**src/sv/dsbs_pkg.sv**
```systemverilog
`timescale 1ns / 1ps
// Package for the DCT sharpness burst selector: command codes, field widths,
// constants and the high-frequency position test. Depends on nothing.
package dsbs_pkg;

    localparam int TS_W        = 40;
    localparam int COEFF_W     = 16;
    localparam int POS_W       = 6;
    localparam int CMD_W       = 2;
    localparam int SCORE_W     = 32;
    localparam int INDEX_BITS  = 16;
    localparam int GAP_W       = 16;

    localparam logic [GAP_W-1:0]      DEFAULT_GAP = GAP_W'(50);
    localparam logic [INDEX_BITS-1:0] COUNT_MAX   = {INDEX_BITS{1'b1}};

    typedef enum logic [CMD_W-1:0] {
        CMD_START = 2'd0,
        CMD_COEFF = 2'd1,
        CMD_FLUSH = 2'd2
    } cmd_t;

    typedef logic [TS_W-1:0]       ts_t;
    typedef logic [SCORE_W-1:0]    score_t;
    typedef logic [INDEX_BITS-1:0] index_t;
    typedef logic [GAP_W-1:0]      gap_t;
    typedef logic [POS_W-1:0]      pos_t;

    // Zigzag rank 32 to 63: anti-diagonal of 8 or more, or anti-diagonal 7
    // from row 4 down.
    function automatic logic is_high_freq(input pos_t pos);
        logic [3:0] diag;
        diag = {1'b0, pos[5:3]} + {1'b0, pos[2:0]};
        return (diag >= 4'd8) || ((diag == 4'd7) && pos[5]);
    endfunction

endpackage

```
**src/sv/dsbs_if.sv**
```systemverilog
`timescale 1ns / 1ps
// Valid/ready channel interfaces for the burst selector input and result beats.
// Depends on dsbs_pkg for the payload types.
interface dsbs_in_if;
    logic                          valid;
    logic                          ready;
    logic [dsbs_pkg::CMD_W-1:0]    command;
    logic signed [dsbs_pkg::COEFF_W-1:0] coeff_value;
    logic [dsbs_pkg::POS_W-1:0]    coeff_position;
    logic [dsbs_pkg::TS_W-1:0]     timestamp;

    modport source (output valid, command, coeff_value, coeff_position, timestamp,
                    input ready);
    modport sink (input valid, command, coeff_value, coeff_position, timestamp,
                  output ready);
endinterface

interface dsbs_out_if;
    logic                              valid;
    logic                              ready;
    logic [dsbs_pkg::INDEX_BITS-1:0]   sharpest_index;
    logic [dsbs_pkg::INDEX_BITS-1:0]   burst_size;
    logic [dsbs_pkg::SCORE_W-1:0]      best_score;

    modport source (output valid, sharpest_index, burst_size, best_score, input ready);
    modport sink (input valid, sharpest_index, burst_size, best_score, output ready);
endinterface

```
**src/sv/dct_sharpness_burst_selector_core.sv**
```systemverilog
`timescale 1ns / 1ps
// Burst sharpness selector core: scores images by high-frequency DCT energy
// and reports the sharpest image of each burst. Depends on dsbs_pkg, dsbs_if.
// A closing beat passes through the input register and then the result register,
// which presents the result beat.
// Throughput: one input beat per cycle; the input and result registers each stall
// only while the result register holds a beat that the sink has not taken.
// Reset (rst_n low, asynchronous) clears all burst state and sets the gap to 50.
module dct_sharpness_burst_selector_core (
    input  logic                        clk,
    input  logic                        rst_n,
    input  logic                        gap_we,
    input  logic [dsbs_pkg::GAP_W-1:0]  gap_wdata,
    dsbs_in_if.sink                     in_ch,
    dsbs_out_if.source                  out_ch
);
    import dsbs_pkg::*;

    // The configuration register holds the largest timestamp gap, in
    // centiseconds, that keeps consecutive images in one burst.
    gap_t gap_reg;

    // Input register stage. The beat is captured here and processed against the
    // burst state when the stage fires.
    logic              s1_valid_reg;
    logic [CMD_W-1:0]  s1_cmd_reg;
    logic signed [COEFF_W-1:0] s1_coeff_reg;
    pos_t              s1_pos_reg;
    ts_t               s1_ts_reg;
    logic              s1_fire;

    // Burst state.
    score_t score_reg, score_next;
    score_t best_score_reg, best_score_next;
    index_t sharp_index_reg, sharp_index_next;
    index_t count_reg, count_next;
    ts_t    last_time_reg, last_time_next;
    logic   image_open_reg, image_open_next;
    logic   burst_open_reg, burst_open_next;

    // Result register.
    logic   out_valid_reg;
    index_t out_index_reg, out_index_next;
    index_t out_size_reg, out_size_next;
    score_t out_score_reg, out_score_next;
    logic   emit;

    // Helpers for the closing of the open image and the gap test.
    logic                 closed_better;
    score_t               closed_score;
    index_t               closed_index;
    logic [COEFF_W-1:0]   coeff_mag;
    logic signed [TS_W:0] gap;
    logic                 gap_exceeded;

    // The input stage advances whenever the result register can take a beat,
    // so the block stops accepting once it holds a beat behind a waiting result.
    assign s1_fire     = s1_valid_reg && (!out_valid_reg || out_ch.ready);
    assign in_ch.ready = !s1_valid_reg || s1_fire;

    always_ff @(posedge clk or negedge rst_n)
    begin
        if (!rst_n)
        begin
            gap_reg <= DEFAULT_GAP;
        end
        else if (gap_we)
        begin
            gap_reg <= gap_wdata;
        end
    end

    always_ff @(posedge clk or negedge rst_n)
    begin
        if (!rst_n)
        begin
            s1_valid_reg <= 1'b0;
        end
        else if (in_ch.ready)
        begin
            s1_valid_reg <= in_ch.valid;
        end
    end

    always_ff @(posedge clk)
    begin
        if (in_ch.ready && in_ch.valid)
        begin
            s1_cmd_reg   <= in_ch.command;
            s1_coeff_reg <= in_ch.coeff_value;
            s1_pos_reg   <= in_ch.coeff_position;
            s1_ts_reg    <= in_ch.timestamp;
        end
    end

    // Magnitude of a 16-bit signed value fits 16 unsigned bits, including the
    // most negative code.
    assign coeff_mag = s1_coeff_reg[COEFF_W-1] ? COEFF_W'(-s1_coeff_reg)
                                               : COEFF_W'(s1_coeff_reg);

    // Signed gap between the new start timestamp and the previous one. A
    // timestamp that runs backwards gives a negative gap and keeps the burst.
    assign gap          = $signed({1'b0, s1_ts_reg}) - $signed({1'b0, last_time_reg});
    assign gap_exceeded = gap > $signed({{(TS_W + 1 - GAP_W){1'b0}}, gap_reg});

    // Closing an image: a strictly greater score takes the burst best, so the
    // earliest image wins a tie.
    assign closed_better = image_open_reg && (score_reg > best_score_reg);
    assign closed_score  = closed_better ? score_reg : best_score_reg;
    assign closed_index  = !closed_better ? sharp_index_reg :
                           (count_reg != '0) ? count_reg - index_t'(1) : '0;

    always_comb
    begin
        score_next       = score_reg;
        best_score_next  = best_score_reg;
        sharp_index_next = sharp_index_reg;
        count_next       = count_reg;
        last_time_next   = last_time_reg;
        image_open_next  = image_open_reg;
        burst_open_next  = burst_open_reg;
        emit             = 1'b0;
        out_index_next   = closed_index;
        out_size_next    = count_reg;
        out_score_next   = closed_score;

        unique case (s1_cmd_reg)
            CMD_COEFF:
            begin
                // Coefficients with no open image are dropped.
                if (image_open_reg && is_high_freq(s1_pos_reg))
                begin
                    score_next = score_reg + SCORE_W'(coeff_mag);
                end
            end
            CMD_START:
            begin
                best_score_next  = closed_score;
                sharp_index_next = closed_index;
                if (burst_open_reg && gap_exceeded)
                begin
                    emit             = 1'b1;
                    best_score_next  = '0;
                    sharp_index_next = '0;
                    count_next       = index_t'(1);
                end
                else if (count_reg != COUNT_MAX)
                begin
                    // The count saturates; later images share the last index.
                    count_next = count_reg + index_t'(1);
                end
                burst_open_next = 1'b1;
                image_open_next = 1'b1;
                score_next      = '0;
                last_time_next  = s1_ts_reg;
            end
            CMD_FLUSH:
            begin
                best_score_next  = closed_score;
                sharp_index_next = closed_index;
                image_open_next  = 1'b0;
                score_next       = '0;
                // A flush with no open burst produces nothing.
                if (burst_open_reg)
                begin
                    emit             = 1'b1;
                    burst_open_next  = 1'b0;
                    count_next       = '0;
                    best_score_next  = '0;
                    sharp_index_next = '0;
                end
            end
            default:
            begin
                // The unused command code is ignored.
            end
        endcase
    end

    always_ff @(posedge clk or negedge rst_n)
    begin
        if (!rst_n)
        begin
            score_reg       <= '0;
            best_score_reg  <= '0;
            sharp_index_reg <= '0;
            count_reg       <= '0;
            last_time_reg   <= '0;
            image_open_reg  <= 1'b0;
            burst_open_reg  <= 1'b0;
        end
        else if (s1_fire)
        begin
            score_reg       <= score_next;
            best_score_reg  <= best_score_next;
            sharp_index_reg <= sharp_index_next;
            count_reg       <= count_next;
            last_time_reg   <= last_time_next;
            image_open_reg  <= image_open_next;
            burst_open_reg  <= burst_open_next;
        end
    end

    always_ff @(posedge clk or negedge rst_n)
    begin
        if (!rst_n)
        begin
            out_valid_reg <= 1'b0;
        end
        else if (s1_fire)
        begin
            out_valid_reg <= emit;
        end
        else if (out_ch.ready)
        begin
            out_valid_reg <= 1'b0;
        end
    end

    always_ff @(posedge clk)
    begin
        if (s1_fire && emit)
        begin
            out_index_reg <= out_index_next;
            out_size_reg  <= out_size_next;
            out_score_reg <= out_score_next;
        end
    end

    assign out_ch.valid          = out_valid_reg;
    assign out_ch.sharpest_index = out_index_reg;
    assign out_ch.burst_size     = out_size_reg;
    assign out_ch.best_score     = out_score_reg;

endmodule

```
**src/flat_wrapper.sv**
```systemverilog
// flat-port wrapper written by rule: the top's interface ports become plain ports
module dct_sharpness_burst_selector_core_flat import dsbs_pkg::*;
  (clk, rst_n, gap_we, gap_wdata, in_ch_valid, in_ch_command, in_ch_coeff_value, in_ch_coeff_position, in_ch_timestamp, in_ch_ready, out_ch_valid, out_ch_sharpest_index, out_ch_burst_size, out_ch_best_score, out_ch_ready);
  dsbs_in_if in_ch_i ();
  dsbs_out_if out_ch_i ();
  input  logic clk;
  input  logic rst_n;
  input  logic gap_we;
  input  logic [dsbs_pkg::GAP_W-1:0] gap_wdata;
  input wire logic [$bits(in_ch_i.valid)-1:0] in_ch_valid;
  input wire logic [$bits(in_ch_i.command)-1:0] in_ch_command;
  input wire logic [$bits(in_ch_i.coeff_value)-1:0] in_ch_coeff_value;
  input wire logic [$bits(in_ch_i.coeff_position)-1:0] in_ch_coeff_position;
  input wire logic [$bits(in_ch_i.timestamp)-1:0] in_ch_timestamp;
  output wire logic [$bits(in_ch_i.ready)-1:0] in_ch_ready;
  output wire logic [$bits(out_ch_i.valid)-1:0] out_ch_valid;
  output wire logic [$bits(out_ch_i.sharpest_index)-1:0] out_ch_sharpest_index;
  output wire logic [$bits(out_ch_i.burst_size)-1:0] out_ch_burst_size;
  output wire logic [$bits(out_ch_i.best_score)-1:0] out_ch_best_score;
  input wire logic [$bits(out_ch_i.ready)-1:0] out_ch_ready;
  assign in_ch_i.valid = in_ch_valid;
  assign in_ch_i.command = in_ch_command;
  assign in_ch_i.coeff_value = in_ch_coeff_value;
  assign in_ch_i.coeff_position = in_ch_coeff_position;
  assign in_ch_i.timestamp = in_ch_timestamp;
  assign in_ch_ready = in_ch_i.ready;
  assign out_ch_valid = out_ch_i.valid;
  assign out_ch_sharpest_index = out_ch_i.sharpest_index;
  assign out_ch_burst_size = out_ch_i.burst_size;
  assign out_ch_best_score = out_ch_i.best_score;
  assign out_ch_i.ready = out_ch_ready;
  dct_sharpness_burst_selector_core u_core (.clk(clk), .rst_n(rst_n), .gap_we(gap_we), .gap_wdata(gap_wdata), .in_ch(in_ch_i), .out_ch(out_ch_i));
endmodule
```
**config.mk**
```make
export PLATFORM = sky130hd
export DESIGN_NAME = dct_sharpness_burst_selector_core_flat
export DESIGN_NICKNAME = d
export VERILOG_FILES = /design/src/sv/dsbs_pkg.sv /design/src/sv/dsbs_if.sv /design/src/sv/dct_sharpness_burst_selector_core.sv /design/src/flat_wrapper.sv
export SDC_FILE = /design/constraint.sdc
export NUM_CORES = 1
export LEC_CHECK = 0
export ABC_AREA = 1
export BUFFER_PORTS_ARGS = -buffer_cell sky130_fd_sc_hd__buf_2
export CAP_MARGIN = 15
export CORE_MARGIN = 2
export CORE_UTILIZATION = 40
export CTS_CLUSTER_DIAMETER = 100
export DETAILED_ROUTE_END_ITERATION = 8
export SLEW_MARGIN = 20
export SYNTH_ARGS = -nofsm -noshare
export SYNTH_HDL_FRONTEND = slang
export SYNTH_SLANG_ARGS = --single-unit
export TNS_END_PERCENT = 10
```
**constraint.sdc**
```tcl
create_clock -name clk -period 9.3 [get_ports clk]
set_clock_uncertainty 0.2 [all_clocks]
set_input_delay 0.465 -clock clk [delete_from_list [all_inputs] [get_ports clk]]
set_output_delay 0.465 -clock clk [all_outputs]
set_load 0.1 [all_outputs]
```
==> flow_summary.ini <==
[clocking]
cts.sinks = 283
htree_levels = 2
clockRootBuffer = clkbuf_16
cts_tree = yes
cts_inserted_buffers = 35
clockBufferDepth = 3
post_cts_buffers = 0
ctsHoldBuffers = 82
path_clk_slew_ns = 0.06
clock_latency_ns = 0.56
cts_resized = 0

[power]
p_leak_uw = 0.009788
p_per_area_nw_per_um2 = 234.3
ir_drop_v = 0.0001606

[setup_path]
critPathLaunchType = register
ff2ff_path_depth = 24
arrival_ns = 4.23
crit_required_ns = 9.27
r2r-start = u_core.last_time_reg[0]$_DFFE_PN0P_
end_kind = register
endpoint = u_core.out_ch.burst_size[4]$_DFFE_PP_
crit_start = u_core.last_time_reg[0]$_DFFE_PN0P_
path_max_fanout = 64
r2r_end = u_core.out_ch.burst_size[4]$_DFFE_PP_
timing.reg2reg.setup_slack_ns = 5.04
critPathKind = register to register

[timing]
max_freq_ghz = 0.2346
layout_min_cycle_time_ns = 4.262
setup_violations = 0
slew_viol_final = 0
rsz0062_at_grt = no
hold_violations = 0
setup-tns-final_ns = 0
max_slew_margin = 0.3446
worstMarginPinSlew_ns = 0.9807
whs_ns = 0.07089
final.period_utilization = 0.4583

[logic_synthesis]
yosys-top-cells-area = edfxtp_1 23%, dfrtp_1 23%, nand2_1 14%
synth_top_area_cell = edfxtp_1
synth_most_common_cell = nand2_1
syn_inst = 2141
synth_seq_cells = 283
synthArstFlopShare = 0.5477
seq_area_frac_synth = 0.4579
synth-edff-count = 128
synth_ff_type = dfrtp_1
synth_area_sq_um = 16870
ys_types = 50
synth.top_cells.by_count = 615 x nand2_1, 353 x inv_1, 199 x nor2_1, 152 x dfrtp_1, 128 x edfxtp_1
synth_nets = 2339
yosys_warnings = 0
netlist.area_leader.share = 0.2278
syn_avg_cell_area_sq_um = 7.881

[routing]
vias_per_cell = 4.917
wire_per_inst_um = 14.99
drt_iter0_drc = 844
routed_wl_um = 44020
vias = 14440
ant_nets = 0
drc = 0
firstDrtPassIters = 7

[place]
dp_hpwl_um = 32120
gp_routability_congestion = 0.8702
io_buffers = 150

[global_route]
grt_pass1_vias = 14200
grt_overflow = 0
grt_max_degree = 89
grt_usage = 0.2048
antenna_found_initial = 0
grt_pass1_wl_um = 72040

[final_layout]
diodes = 0
drive_above_1_share = 0.09633
area_delta_synth_final_pct = 19.17
final_nets = 2569
nFillCells = 4052

[floorplan]
ios = 151
initial_core_util = 0.4040
coreArea_sq_um = 41760
die-area_sq_um = 43840
row_count = 75
die_y_um = 209.4
die_w_um = 209.4

[min_path]
hp-class = input port to register
hold_path_startpoint = out_ch_ready

[run]
drv_cap = 0

[status]
outcome = complete, no violations
==> metrics by stage <==
step | util | power [uW] | cell area [sq um] | cells | worst slack, ns
6_report | 0.4815 | 4710 | 20110 | 2937 | 5.038
3_5_place_dp | 0.4348 | 3352 | 18160 | 2791 | 5.008
3_3_place_gp | 0.4348 | 3320 | 18160 | 2791 | 5.024
5_1_grt | 0.4815 | 5070 | 20110 | 2937 | 4.589
2_1_floorplan | - | 2913 | 16870 | 2141 | 4.782
4_1_cts | 0.4814 | 4755 | 20100 | 2937 | 4.999
==> worst max-delay path, cell delays in order, from the launching register on <==
cell,delay [ns]
dfrtp_1,0.38
ha_1,0.23
fa_1,0.42
nor2_1,0.19
nand2_1,0.07
nand3_1,0.14
xor2_1,0.12
ha_1,0.31
nand2_1,0.08
nor2_1,0.12
nand3b_1,0.09
o2111ai_1,0.11
nand2_1,0.07
nand2_1,0.06
nand2_1,0.05
nand2_1,0.06
nor2_1,0.04
nand3_1,0.05
nand2_1,0.06
nand2_2,0.10
nand2_1,0.05
nand2_1,0.05
nand2_1,0.07
inv_2,0.05
buf_4,0.65
==> power breakdown <==
part | internal, uW | switching, uW | total, uW
combinational | 571 | 1140 | 1710
clock | 804 | 545 | 1350
sequential | 1540 | 106 | 1650
==> final cells by class <==
class	instances	area [sq um]	area share
Multi-Input combinational cell	1453	7595	0.3777
Sequential cell	283	7726	0.3843
Clock inverter	18	177.7	0.008836
Tap cell	539	674.4	0.03354
Clock buffer	46	948.4	0.04717
Timing Repair Buffer	240	1642	0.08164
Inverter	358	1344	0.06683
==> how the worst min path moves through the flow <==
stage               depth (start not counted)  slack (ns)                                      to
global placement                            2        0.27  u_core.sharp_index_reg[11]$_DFFE_PN0P_
floorplan                                   0       -0.03    u_core.best_score_reg[0]$_DFFE_PN0P_
global route                                4        0.08         u_core.out_ch.valid$_DFFE_PN0P_
finish                                      4        0.07         u_core.out_ch.valid$_DFFE_PN0P_
CTS                                         4        0.04         u_core.out_ch.valid$_DFFE_PN0P_
detailed placement                          2        0.27   u_core.sharp_index_reg[3]$_DFFE_PN0P_
==> kinds of logic (layout without fill, tap and decap cells) <==
logic type | count (synthesis) | after routing | share of synthesized area
flip-flops | 283 | 283 | 0.4579
adder cells (fa/ha/maj) | 113 | 113 | 0.08513
AND/OR/NAND/NOR | 962 | 962 | 0.2315
AO/OA/AOI/OAI | 325 | 325 | 0.1051
XOR/XNOR | 52 | 52 | 0.02699
multiplexers | 1 | 1 | 0.0006674
buffers and inverters | 405 | 662 | 0.09269
==> per-layer routing <==
metal	track usage	routed length (um)
met3	0.02544	1692
met2	0.3439	20780
met5	0	0
met4	0.07340	1250
met1	0.2731	20310
==> cell usage in the layout, fill, tap and decap left out, types with 36 or more instances in the layout <==
master	count
a21oi_1	123
buf_2	149
clkbuf_16	36
dfrtp_1	152
dlygate4sd3_1	82
edfxtp_1	128
ha_1	110
inv_1	351
nand2_1	613
nand3_1	68
nor2_1	198
o21ai_0	117
o22ai_1	37
xor2_1	38
Power figures use the tool's default switching activity.
